[src/sv/stq_pkg.sv]
// Shared types and codes for the sorted timeout queue.
`timescale 1ns / 1ps

package stq_pkg;

  typedef enum logic [1:0] {
    OP_ADD    = 2'd0,
    OP_ADJUST = 2'd1,
    OP_DELETE = 2'd2,
    OP_TICK   = 2'd3
  } op_e;

  typedef enum logic [2:0] {
    ST_OK        = 3'd0,
    ST_FULL      = 3'd1,
    ST_NOT_FOUND = 3'd2,
    ST_EXPIRED   = 3'd3,
    ST_NONE_DUE  = 3'd4
  } status_e;

  typedef enum logic [1:0] {
    MODE_HOLD   = 2'd0,
    MODE_INSERT = 2'd1,
    MODE_REMOVE = 2'd2
  } cell_mode_e;

  typedef struct packed {
    op_e         operation;
    logic [15:0] conn_id;
    logic [31:0] expire_time;
    logic [31:0] now_time;
  } in_t;

  typedef struct packed {
    status_e     status;
    logic [15:0] expired_id;
    logic        last;
  } out_t;

endpackage

[src/sv/stq_cell.sv]
// One slot of the sorted chain: holds an entry and shifts with its neighbors.
`timescale 1ns / 1ps

module stq_cell #(
  parameter int TIME_BITS = 32
) (
  input  logic                   clk_i,
  input  logic                   rst_ni,
  input  stq_pkg::cell_mode_e    mode_i,
  input  logic [TIME_BITS-1:0]   key_time_i,
  input  logic [15:0]            key_id_i,
  input  logic                   left_after_i,
  input  logic                   remove_sel_i,
  input  logic                   left_valid_i,
  input  logic [TIME_BITS-1:0]   left_exp_i,
  input  logic [15:0]            left_id_i,
  input  logic                   right_valid_i,
  input  logic [TIME_BITS-1:0]   right_exp_i,
  input  logic [15:0]            right_id_i,
  output logic                   valid_o,
  output logic [TIME_BITS-1:0]   exp_o,
  output logic [15:0]            id_o,
  output logic                   after_o,
  output logic                   match_o
);

  logic                 valid_q, valid_d;
  logic [TIME_BITS-1:0] exp_q, exp_d;
  logic [15:0]          id_q, id_d;

  assign after_o = !valid_q || (exp_q > key_time_i);
  assign match_o = valid_q && (id_q == key_id_i);
  assign valid_o = valid_q;
  assign exp_o   = exp_q;
  assign id_o    = id_q;

  always_comb begin
    valid_d = valid_q;
    exp_d   = exp_q;
    id_d    = id_q;
    case (mode_i)
      stq_pkg::MODE_INSERT: begin
        if (after_o) begin
          if (left_after_i) begin
            valid_d = left_valid_i;
            exp_d   = left_exp_i;
            id_d    = left_id_i;
          end else begin
            valid_d = 1'b1;
            exp_d   = key_time_i;
            id_d    = key_id_i;
          end
        end
      end
      stq_pkg::MODE_REMOVE: begin
        if (remove_sel_i) begin
          valid_d = right_valid_i;
          exp_d   = right_exp_i;
          id_d    = right_id_i;
        end
      end
      default: ;
    endcase
  end

  always_ff @(posedge clk_i or negedge rst_ni) begin
    if (!rst_ni) begin
      valid_q <= 1'b0;
    end else begin
      valid_q <= valid_d;
    end
  end

  always_ff @(posedge clk_i) begin
    exp_q <= exp_d;
    id_q  <= id_d;
  end

endmodule
[config.mk]
export PLATFORM = sky130hd
export DESIGN_NAME = stq_cell
export DESIGN_NICKNAME = d
export VERILOG_FILES = /design/src/sv/stq_pkg.sv /design/src/sv/stq_cell.sv
export SDC_FILE = /design/constraint.sdc
export NUM_CORES = 1
export LEC_CHECK = 0
export ABC_CLOCK_PERIOD_IN_PS = 3400
export BUFFER_PORTS_ARGS = -buffer_cell sky130_fd_sc_hd__buf_2
export CAP_MARGIN = 20
export CORE_ASPECT_RATIO = 0.75
export CORE_MARGIN = 1
export CORE_UTILIZATION = 40
export CTS_CLUSTER_SIZE = 12
export DETAILED_ROUTE_END_ITERATION = 12
export GPL_ROUTABILITY_DRIVEN = 0
export HOLD_SLACK_MARGIN = 0.12
export PLACE_DENSITY = 0.87
export RECOVER_POWER = 50
export SKIP_LAST_GASP = 1
export SLEW_MARGIN = 40
export SYNTH_ARGS = -nofsm -noshare
export SYNTH_HDL_FRONTEND = slang
export SYNTH_SLANG_ARGS = --single-unit
[constraint.sdc]
create_clock -name clk_i -period 3.4 [get_ports clk_i]
set_clock_uncertainty 0.05 [all_clocks]
set_input_delay 1.02 -clock clk_i [delete_from_list [all_inputs] [get_ports clk_i]]
set_output_delay 1.02 -clock clk_i [all_outputs]
set_load 0.01 [all_outputs]
==> impl_results.md, run 1 <==
* Total congestion overflow at 0
* Largest net degree at the start of global routing at 97
* Crit path max-delay family: compound AO/OA/AOI/OAI gates
* Worst reg-to-reg setup slack at 0.49 ns
* Longest Clk Path Bufs at 2
* Vias in the first global route at about 3.4k
* Syn avg cell area at just under 10 µm²
* Reg2Reg Depth at 12
* Setup TNS at -0.2100 ns
* Antenna diodes at 0
* Antenna viol nets, final at 0
* Critical-path maximum fanout at 2
* CP Data Required Time at ~2.3 ns
* Relative max-transition margin at 0.06206
* Crit path time final at approximately 3.6 ns
* Worst Max-Slew Pin Slew at roughly 1.4 ns
* Remaining DRCs at 0
* Final Cycle Share at 1.062
* Final core occ at 0.6332
* Crit path cell chain: buf_6, inv_4, ha_4, buf_4, a21oi_1, nor2_1, a221o_1, a211oi_2, o22ai_2, buf_2
* CTS Hold Bufs at 0
* Unrepaired setup endpoints after global routing: yes
* Max_cap viols at 0
* Worst flop-to-flop path endpoint: exp_o[12]$_DFFE_PP_
* Count of pins over their slew limit at 0
* Synth Register Bits at around 50
* Post-DP HPWL at ~7.8 mm
* Clock Latency Late Sink at 0.28 ns
* Clk sinks at slightly below 50
* Final Power at about 1900 µW
* Maximum VDD drop at between 0.3 and 0.4 mV
* Max Freq at approximately 280 MHz
* Antenna violations before repair at 0
* Total Wirelength at ~11 mm
* CP endpoint kind: output port
* Layout Cells excl Fill at a little under 700
* Die Y at 83.28 µm
* Slowest CP cell: a221o_1
* # placed instances at 663
* Final setup viols at 1
* Die W at between 100 and 150 µm
* Die ar. at 9192 µm²
* Initial Util at 0.4150
* Bufs and invs on worst path at 4
* Via-to-Cell Ratio at ~5.1
* Reg clk slew, reported paths at 0.06 ns
* Hold crit path type: in2async
* Share of layout cells above drive strength 1 at 0.4087
* Post-Syn Nets at 540
* CP Class: in2out
* Distinct cells, synth at 34
* Pre-antenna DRT Iters at 4
* Worst EP arrival at 2.54 ns
* IO Pins at 203
* Initial drt markers at 95
* Startpoint types: input pin
* Critical Path Max Stage Delay at between 0.2 and 0.3 ns
* Wire per inst at roughly 16 µm
* I/O Buffers at between 200 and 250
* Std-Cell Rows at 29
* Synth Cell Area at between 3000 and 4000 µm²
* Core ar. at 8491 µm²
* Fin worst setup slack at -0.2100 ns
* Cell count after synthesis at roughly 360
* Global-route wire length before repair at approximately 16 mm
* Root buffer cell: clkbuf_16
* Gr usage total at 0.2222
* Routed via count at 3479
* Failing checks: negative setup slack
* Area grow syn2layout at 52.59%
* TritonCTS Buffers at 5
* Seq/Total Area, Yosys at 0.4162
* P_leak at 0.002393 µW
* CTS tree: yes
* Reg2reg start: exp_o[29]$_DFFE_PP_
* Endpoints failing hold at 0
* H-tree depth at 2
* Ys Warns at 0
* PwrDens at around 350 nW/µm²
* Post-layout net count at between 700 and 800
* Status: finished, violations left
## area by class of cell
class / instances / area [µm²]
repair buffers: 228 / 1324
flip-flops and latches: 49 / 1466
well taps: 108 / 135.1
fillers: 704 / 3114
inverters: 34 / 137.6
clock buffers: 5 / 125.1
multi-input cells: 256 / 2142
clock inverters: 3 / 46.29
## placed cells by master (no fill, tap or decap), types with 16 or more instances in the layout
master and n:
buf_2 140, buf_4 17, clkbuf_1 50, edfxtp_1 48
ha_1 16, ha_4 16, inv_1 20, mux2i_1 49
nand2_1 56, o21ai_0 48
## worst register-to-register path: cells and delay by family (launching register included)
| kind | cells | cell delay [ns] |
|---|---|---|
| AOI/OAI and AO/OA | 5 | 1.08 |
| buffers and inverters | 5 | 0.73 |
| DFF | 1 | 0.46 |
| adders and majority gates | 1 | 0.29 |
| and+or+nand+nor | 1 | 0.07 |
## how the worst max path moves through the flow
stage	start	endpoint	slack, ns	depth (start not counted)
floorplan	key_time_i[31]	after_o	0.04	7
global placement	key_time_i[13]	after_o	-0.37	9
detailed placement	key_time_i[15]	after_o	-0.34	9
CTS	key_time_i[14]	after_o	-0.21	9
global route	key_time_i[28]	after_o	-0.27	10
finish	key_time_i[29]	after_o	-0.21	10
## synth_stat cells
cell       number  area share
ha_1           32        0.11
nand3_1         2      0.0028
o211ai_1        1      0.0021
o22a_1          1      0.0025
inv_1          34       0.036
a22oi_1         1      0.0021
mux2i_1        49        0.14
a211oi_2        1      0.0036
dfrtp_1         1      0.0071
nand2_1        59       0.063
and3_2          1      0.0021
o2111ai_1       1      0.0025
o22ai_2         1      0.0036
a22o_1          1      0.0025
a21o_1          2      0.0043
buf_2           6      0.0085
xor2_1          4      0.0099
o221ai_1        1      0.0025
clkbuf_1       11       0.012
nor4_1          4      0.0071
a221o_1         1      0.0028
nand4_2         2      0.0071
a211oi_1        1      0.0021
nor2_1          3      0.0032
nor2b_1         4      0.0071
edfxtp_1       48        0.41
a2111oi_0       1      0.0025
o21ai_0        48       0.068
o21a_1          2      0.0043
nand4_1         7       0.012
nor4_4          1      0.0060
a21oi_1        12       0.017
xnor2_1        12       0.030
o21ai_1         1      0.0014
## metrics by stage
step | cell area (µm²) | hold WS [ns] | worst slack, ns
2_1_floorplan | 3532 | 0.6587 | 0.03645
3_3_place_gp | 4770 | 0.7416 | -0.3670
3_5_place_dp | 4770 | 0.7306 | -0.3446
4_1_cts | 5265 | 0.4416 | -0.2075
5_1_grt | 5376 | 0.4364 | -0.2698
6_report | 5376 | 0.4518 | -0.2100
## sequential cells by signal, indices dropped and copies added, names as in the netlist
name	count
valid_o	1
id_o	16
exp_o	32
## layer usage
| layer | track usage | routed length [µm] | vias to the layer above |
|---|---|---|---|
| met5 | 0 | 0 | - |
| met4 | 0.04426 | 115 | 0 |
| met3 | 0.03846 | 565 | 10 |
| met2 | 0.4105 | 5450 | 137 |
| met1 | 0.2656 | 4756 | 1611 |
| li1 | - | - | 1721 |
## cells by family after synthesis
kind of cell,count (synthesis),synth area share
AOI/OAI and AO/OA,76,0.1239
xor gates and xnor gates,16,0.03977
adders and majority gates,32,0.1136
buffers and inverters,51,0.05646
DFF,49,0.4162
muxes,49,0.1392
and+or+nand+nor,83,0.1108
## what timing repair did
item,CTS,global route
setup buffers,7,3
endpoints found under the setup margin,1,49
cloned,0,5
pin swaps,23,17
gates resized for setup,39,24
## report_power, final
group / leakage (µW) / switching, µW / internal (µW)
clock network: 0.0000800 / 224 / 349
registers: 0.000461 / 39.2 / 731
logic: 0.00185 / 277 / 286
total: 0.00239 / 540 / 1370
Note: power is estimated with default switching activity, not from simulation.
==> inputs of run 2 (changes only) <==
--- a/config.mk
+++ b/config.mk
@@ -6,7 +6,7 @@
 export NUM_CORES = 1
 export LEC_CHECK = 0
 export ABC_CLOCK_PERIOD_IN_PS = 3400
-export BUFFER_PORTS_ARGS = -buffer_cell sky130_fd_sc_hd__buf_2
+export BUFFER_PORTS_ARGS = -buffer_cell sky130_fd_sc_hd__clkbuf_2
 export CAP_MARGIN = 20
 export CORE_ASPECT_RATIO = 0.75
 export CORE_MARGIN = 1
==> run 2 against run 1 <==
Net effect: the run ends with max-capacitance violations, max-slew violations, negative setup slack left; critical path depth stayed put; maximum frequency decreased by 0.46%; clock power shrank 13%; cell area down 3.4%; setup slack got worse by 0.017 ns; non-clock buffer count decreased by 5; critical path type unchanged; highest routed layer unchanged.
==> impl_results.md, run 2 (same netlist as run 1, synthesis figures left out) <==
* Initial drt markers at 89 (-6.3%)
* Max reg flops at 32 (unchanged)
* Hold crit path type: in2async
* Dpl ws at -0.5199 ns (-0.1753 ns)
* Initial Util at 0.4150 (unchanged)
* Max_cap viols at 1 (+1)
* Final Cycle Share at 1.067 (+0.004877)
* Global-route wire length before repair at 15.36 mm (-3.3%)
* Via-to-Cell Ratio at 5.029 (-1.3%)
* Worst Max-Slew Pin Slew at 1.667 ns (+0.2603 ns)
* Status: finished, violations left
* Most common cell after layout, fill and taps aside: clkbuf_2
* CTS Hold Bufs at 0 (unchanged)
* Pre-antenna DRT Iters at 4 (unchanged)
* Antenna diodes at 0 (unchanged)
* Crit path max-delay family: simple AND/OR/NAND/NOR gates
* Relative max-transition margin at -0.1115 (-0.1736)
* Vias in the first global route at 3372 (-1.7%)
* Reg clk slew, reported paths at 0.06 ns (about the same)
* Final core occ at 0.6114 (-0.02181)
* Reg2Reg Depth at 10 (-2)
* Die Y at 83.28 µm (unchanged)
* CP Launch Point: key_time_i[28]
* Crit path cell chain: buf_6, inv_2, ha_4, nand4_4, nor4_4, buf_4, nand2_2, o21a_1, o22ai_2, buf_2
* Instance count on the critical path at 10 (unchanged)
* IO Pins at 203 (unchanged)
* Crit path time final at 3.627 ns (+0.01658 ns)
* Total congestion overflow at 0 (unchanged)
* P_leak at 0.002367 µW (-1.1%)
* Clk sinks at 49 (unchanged)
* Fin worst setup slack at -0.2266 ns (-0.01658 ns)
* Max Freq at 275.7 MHz (-0.46%)
* Count of pins over their slew limit at 47 (+47)
* Maximum VDD drop at 0.2007 mV (-38%)
* Multi-input gate area at 2127 µm² (-0.70%)
* TritonCTS Buffers at 5 (unchanged)
* Failing checks: max-capacitance violations, max-slew violations, negative setup slack
* Final setup viols at 1 (unchanged)
* I/O Buffers at 202 (unchanged)
* CP endpoint kind: output port
* Clock Latency Late Sink at 0.28 ns (about the same)
* Remaining DRCs at 0 (unchanged)
* Most frequent cells in the layout: clkbuf_2 (145), nand2_1 (56), clkbuf_1 (52)
* Bufs and invs on worst path at 4 (unchanged)
* Critical-path maximum fanout at 2 (unchanged)
* Worst EP arrival at 2.56 ns (+0.02 ns)
* Post-layout net count at 753 (-0.66%)
* CP Data Required Time at 2.33 ns (about the same)
* Longest Clk Path Bufs at 2 (unchanged)
* Std-Cell Rows at 29 (unchanged)
* Reg2reg start: exp_o[1]$_DFFE_PP_
* Unrepaired setup endpoints after global routing: yes
* Gr usage total at 0.2144 (-0.007860)
* Antenna viol nets, final at 0 (unchanged)
* CTS tree: yes
* Die ar. at 9192 µm² (unchanged)
* Routed via count at 3410 (-2.0%)
* Endpoints failing hold at 0 (unchanged)
* CP Class: in2out
* Register area at 1466 µm² (unchanged)
* Area grow syn2layout at 47.34%
* Core ar. at 8491 µm² (unchanged)
* Fillers at 728 (+3.4%)
* Share of layout cells above drive strength 1 at 0.3825 (-0.02624)
* Root buffer cell: clkbuf_16
* PwrDens at 346.1 nW/µm² (-2.3%)
* Largest net degree at the start of global routing at 51 (-47%)
* Critical Path Max Stage Delay at 0.33 ns (+0.06 ns)
* Total Wirelength at 10.23 mm (-6.1%)
* Antenna violations before repair at 0 (unchanged)
* Die W at 110.4 µm (unchanged)
* H-tree depth at 2 (unchanged)
* Post-DP HPWL at 7.920 mm (+1.1%)
* Startpoint types: input pin
* Slowest CP cell: nor4_4
* Wire per inst at 15.09 µm (-5.4%)
## run 2: layout make-up
cell class,instances,share of cell area
clock inverters,3,0.004097
inverters,34,0.02603
flip-flops and latches,49,0.2825
repair buffers,223,0.2275
well taps,108,0.02603
clock buffers,5,0.02410
multi-input cells,256,0.4097
## run 2: stage by stage
| step | setup TNS, ns | hold WS, ns | instance area (µm²) | std cells | total power (µW) |
|---|---|---|---|---|---|
| after floorplan | 0 | 0.6587 | 3532 | 356 | 1013 |
| after global placement | -4.530 | 0.7484 | 4765 | 664 | 1229 |
| after detailed placement | -9.066 | 0.7386 | 4765 | 664 | 1251 |
| after CTS | -0.2719 | 0.4440 | 5036 | 675 | 1779 |
| after global routing | -0.3124 | 0.4382 | 5191 | 678 | 1893 |
| final | -0.2266 | 0.4504 | 5191 | 678 | 1797 |
## run 2: final timing paths
| path | endpoint | slack (ns) |
|---|---|---|
| min | valid_o$_DFFE_PN0P_ | 0.45 |
| min reg2reg | valid_o$_DFFE_PN0P_ | 0.73 |
| max in group asynchronous | valid_o$_DFFE_PN0P_ | 2.76 |
| min in group clk_i | valid_o$_DFFE_PN0P_ | 0.73 |
| max | after_o | -0.23 |
| max reg2reg | exp_o[27]$_DFFE_PP_ | 0.67 |
## run 2: repair_timing
item,in CTS,in global routing
buffers inserted,3,3
cloned,0,0
pin swaps,8,16
resized for setup,12,41
endpoints found under the setup margin,1,2
## run 2: power breakdown
group	leakage [µW]	switching, µW	internal [µW]
clock network	0.0000702	226	274
registers	0.000461	36.8	731
logic	0.00184	270	258
total	0.00237	533	1260
## run 2: routing by layer
layer,wire length [µm],up-vias,track usage
li1,-,1710,-
met1,4287,1545,0.2554
met2,5087,137,0.3913
met3,657,18,0.04160
met4,196,0,0.04785
met5,0,-,0
==> inputs of run 3 (changes only) <==
==> constraint.sdc (replaced) <==
create_clock -name clk_i -period 3.4 [get_ports clk_i]
set_clock_uncertainty 0.05 [all_clocks]
set_input_delay 1.02 -clock clk_i [delete_from_list [all_inputs] [get_ports clk_i]]
set_output_delay 1.02 -clock clk_i [all_outputs]
set_load 0.005 [all_outputs]
==> run 3 against run 2 <==
Net effect: the flow still finishes with violations (max-capacitance violations, max-slew violations, negative setup slack); cell area grew 2.8%; clock power grew 13%; global-route usage grew 0.45 points; final cell count grew 0.74%; critical path type unchanged; critical endpoint unchanged; largest power group unchanged.
==> impl_results.md, run 3 (same netlist as run 1, synthesis figures left out) <==
* Post-DP HPWL at 7.903 mm (-0.21%)
* Final core occ at 0.6288 (+0.01739)
* TritonCTS Buffers at 5 (unchanged)
* Clock Latency Late Sink at 0.29 ns (about the same)
* Root buffer cell: clkbuf_16
* P_leak at 0.002456 µW (+3.8%)
* Min Hold Slack at 0.4493 ns (-0.001142 ns)
* Maximum VDD drop at 0.1866 mV (-7.0%)
* Longest Clk Path Bufs at 2 (unchanged)
* Final setup viols at 1 (unchanged)
* Reg2reg start: exp_o[1]$_DFFE_PP_
* Post-layout net count at 758 (+0.66%)
* Endpoints failing hold at 0 (unchanged)
* H-tree depth at 2 (unchanged)
* Final Power at 1870 µW (+4.1%)
* Max reg flops at 32 (unchanged)
* Via-to-Cell Ratio at 5.163 (+2.6%)
* Failing checks: max-capacitance violations, max-slew violations, negative setup slack
* CP Launch Point: key_time_i[31]
* IO Pins at 203 (unchanged)
* Antenna diodes at 0 (unchanged)
* Crit path time final at 3.603 ns (-0.02315 ns)
* Area post-placement at 4787 µm² (+0.47%)
* Reg clk slew, reported paths at 0.06 ns (about the same)
* Unrepaired setup endpoints after global routing: yes
* Share of layout cells above drive strength 1 at 0.4261 (+0.04363)
* Worst EP arrival at 2.53 ns (-0.03 ns)
* Worst flop-to-flop path endpoint: id_o[12]$_DFFE_PP_
* Antenna violations before repair at 0 (unchanged)
* Clk sinks at 49 (unchanged)
* Critical-path maximum fanout at 2 (unchanged)
* Antenna viol nets, final at 0 (unchanged)
* Total Wirelength at 10.62 mm (+3.8%)
* Core ar. at 8491 µm² (unchanged)
* Remaining DRCs at 0 (unchanged)
* Critical Path End: after_o
* Die Y at 83.28 µm (unchanged)
* PwrDens at 350.2 nW/µm² (+1.2%)
* Initial drt markers at 95 (+6.7%)
* Gr usage total at 0.2189 (+0.004540)
* Pre-antenna DRT Iters at 4 (unchanged)
* Finished Cell Area at 5339 µm² (+2.8%)
* Fillers at 701 (-3.7%)
* Std-Cell Rows at 29 (unchanged)
* Global-route wire length before repair at 15.63 mm (+1.8%)
* Hold crit path type: in2async
* Worst Max-Slew Pin Slew at 1.668 ns (+0.0008071 ns)
* Register area at 1466 µm² (unchanged)
* CTS Hold Bufs at 0 (unchanged)
* Relative max-transition margin at -0.1120 (-0.0005380)
* I/O Buffers at 202 (unchanged)
* Most frequent cells in the layout: clkbuf_2 (162), nand2_1 (56), mux2i_1 (49)
* Vias in the first global route at 3390 (+0.53%)
* Worst reg-to-reg setup slack at 0.66 ns (about the same)
* Die ar. at 9192 µm² (unchanged)
* Most common cell after layout, fill and taps aside: clkbuf_2
* Max Freq at 277.5 MHz (+0.64%)
* Wire per inst at 15.54 µm (+3.0%)
* Routed via count at 3526 (+3.4%)
* Status: finished, violations left
* Area grow syn2layout at 51.53%
* CP Class: in2out
* Count of pins over their slew limit at 50 (+6.4%)
* CP endpoint kind: output port
* Multi-input gate area at 2201 µm² (+3.5%)
* Reg2Reg Depth at 10 (unchanged)
* CTS tree: yes
* Max_cap viols at 1 (unchanged)
* Dpl ws at -0.4067 ns (+0.1132 ns)
* Die W at 110.4 µm (unchanged)
* Startpoint types: input pin
* Final Cycle Share at 1.060 (-0.006808)
* CP Data Required Time at 2.33 ns (about the same)
* Initial Util at 0.4150 (unchanged)
* Total congestion overflow at 0 (unchanged)
* Fin worst setup slack at -0.2035 ns (+0.02315 ns)
* Largest net degree at the start of global routing at 65 (+27%)
-- run 3: cell types whose count changed in the layout (fill, tap and decap cells not counted), sizes merged --
cell	change
bufinv	+1
clkinvlp	-1
buf	+6
inv	-1
-- run 3: power breakdown --
part / switching, µW / internal (µW) / leakage, µW / total, µW
Combinational: 260 / 275 / 0.00192 / 534
Sequential: 38.7 / 731 / 0.000461 / 770
Clock: 219 / 346 / 0.0000785 / 565
-- run 3: metal layers --
| metal | vias to the layer above | share of wire | global-route usage |
|---|---|---|---|
| li1 | 1721 | - | - |
| met2 | 150 | 0.51 | 0.3879 |
| met5 | - | 0 | 0 |
| met3 | 22 | 0.055 | 0.04082 |
| met4 | 0 | 0.017 | 0.06579 |
| met1 | 1633 | 0.42 | 0.2649 |
-- run 3: per-stage QoR --
stage,instances,setup TNS (ns)
4_1_cts,681,-0.2010
3_3_place_gp,668,-4.970
3_5_place_dp,668,-6.132
2_1_floorplan,356,0
6_report,683,-0.2035
5_1_grt,683,-0.2798
-- run 3: critical path, cell delays in order --
cell      delay [ns]
clkbuf_2        0.10
inv_2           0.05
ha_4            0.25
buf_4           0.14
nand2_1         0.07
nor2_1          0.05
a221o_1         0.29
a211oi_2        0.27
o22ai_2         0.13
buf_2           0.15
-- run 3: worst min path at each step --
stage | end | startpoint | slack [ns] | cells past startpoint
floorplan | valid_o$_DFFE_PN0P_ | valid_o$_DFFE_PN0P_ | 0.63 | 2
global placement | valid_o$_DFFE_PN0P_ | valid_o$_DFFE_PN0P_ | 0.73 | 2
detailed placement | valid_o$_DFFE_PN0P_ | valid_o$_DFFE_PN0P_ | 0.74 | 2
CTS | valid_o$_DFFE_PN0P_ | rst_ni | 0.44 | 1
global route | valid_o$_DFFE_PN0P_ | rst_ni | 0.44 | 1
finish | valid_o$_DFFE_PN0P_ | rst_ni | 0.45 | 1
-- run 3: timing repair --
| item | 4_1_cts | 5_1_grt |
|---|---|---|
| pin swaps | 16 | 22 |
| endpoints found under the setup margin | 1 | 2 |
| setup buffers | 5 | 2 |
| resized for setup | 25 | 39 |
-- run 3: layout make-up --
| type | instances | share of cell area |
|---|---|---|
| Timing Repair Buffer | 228 | 0.2315 |
| Tap cell | 108 | 0.02531 |
| Inverter | 34 | 0.02578 |
| Clock inverter | 2 | 0.006328 |
| Clock buffer | 6 | 0.02414 |
| Multi-Input combinational cell | 256 | 0.4122 |
| Sequential cell | 49 | 0.2747 |
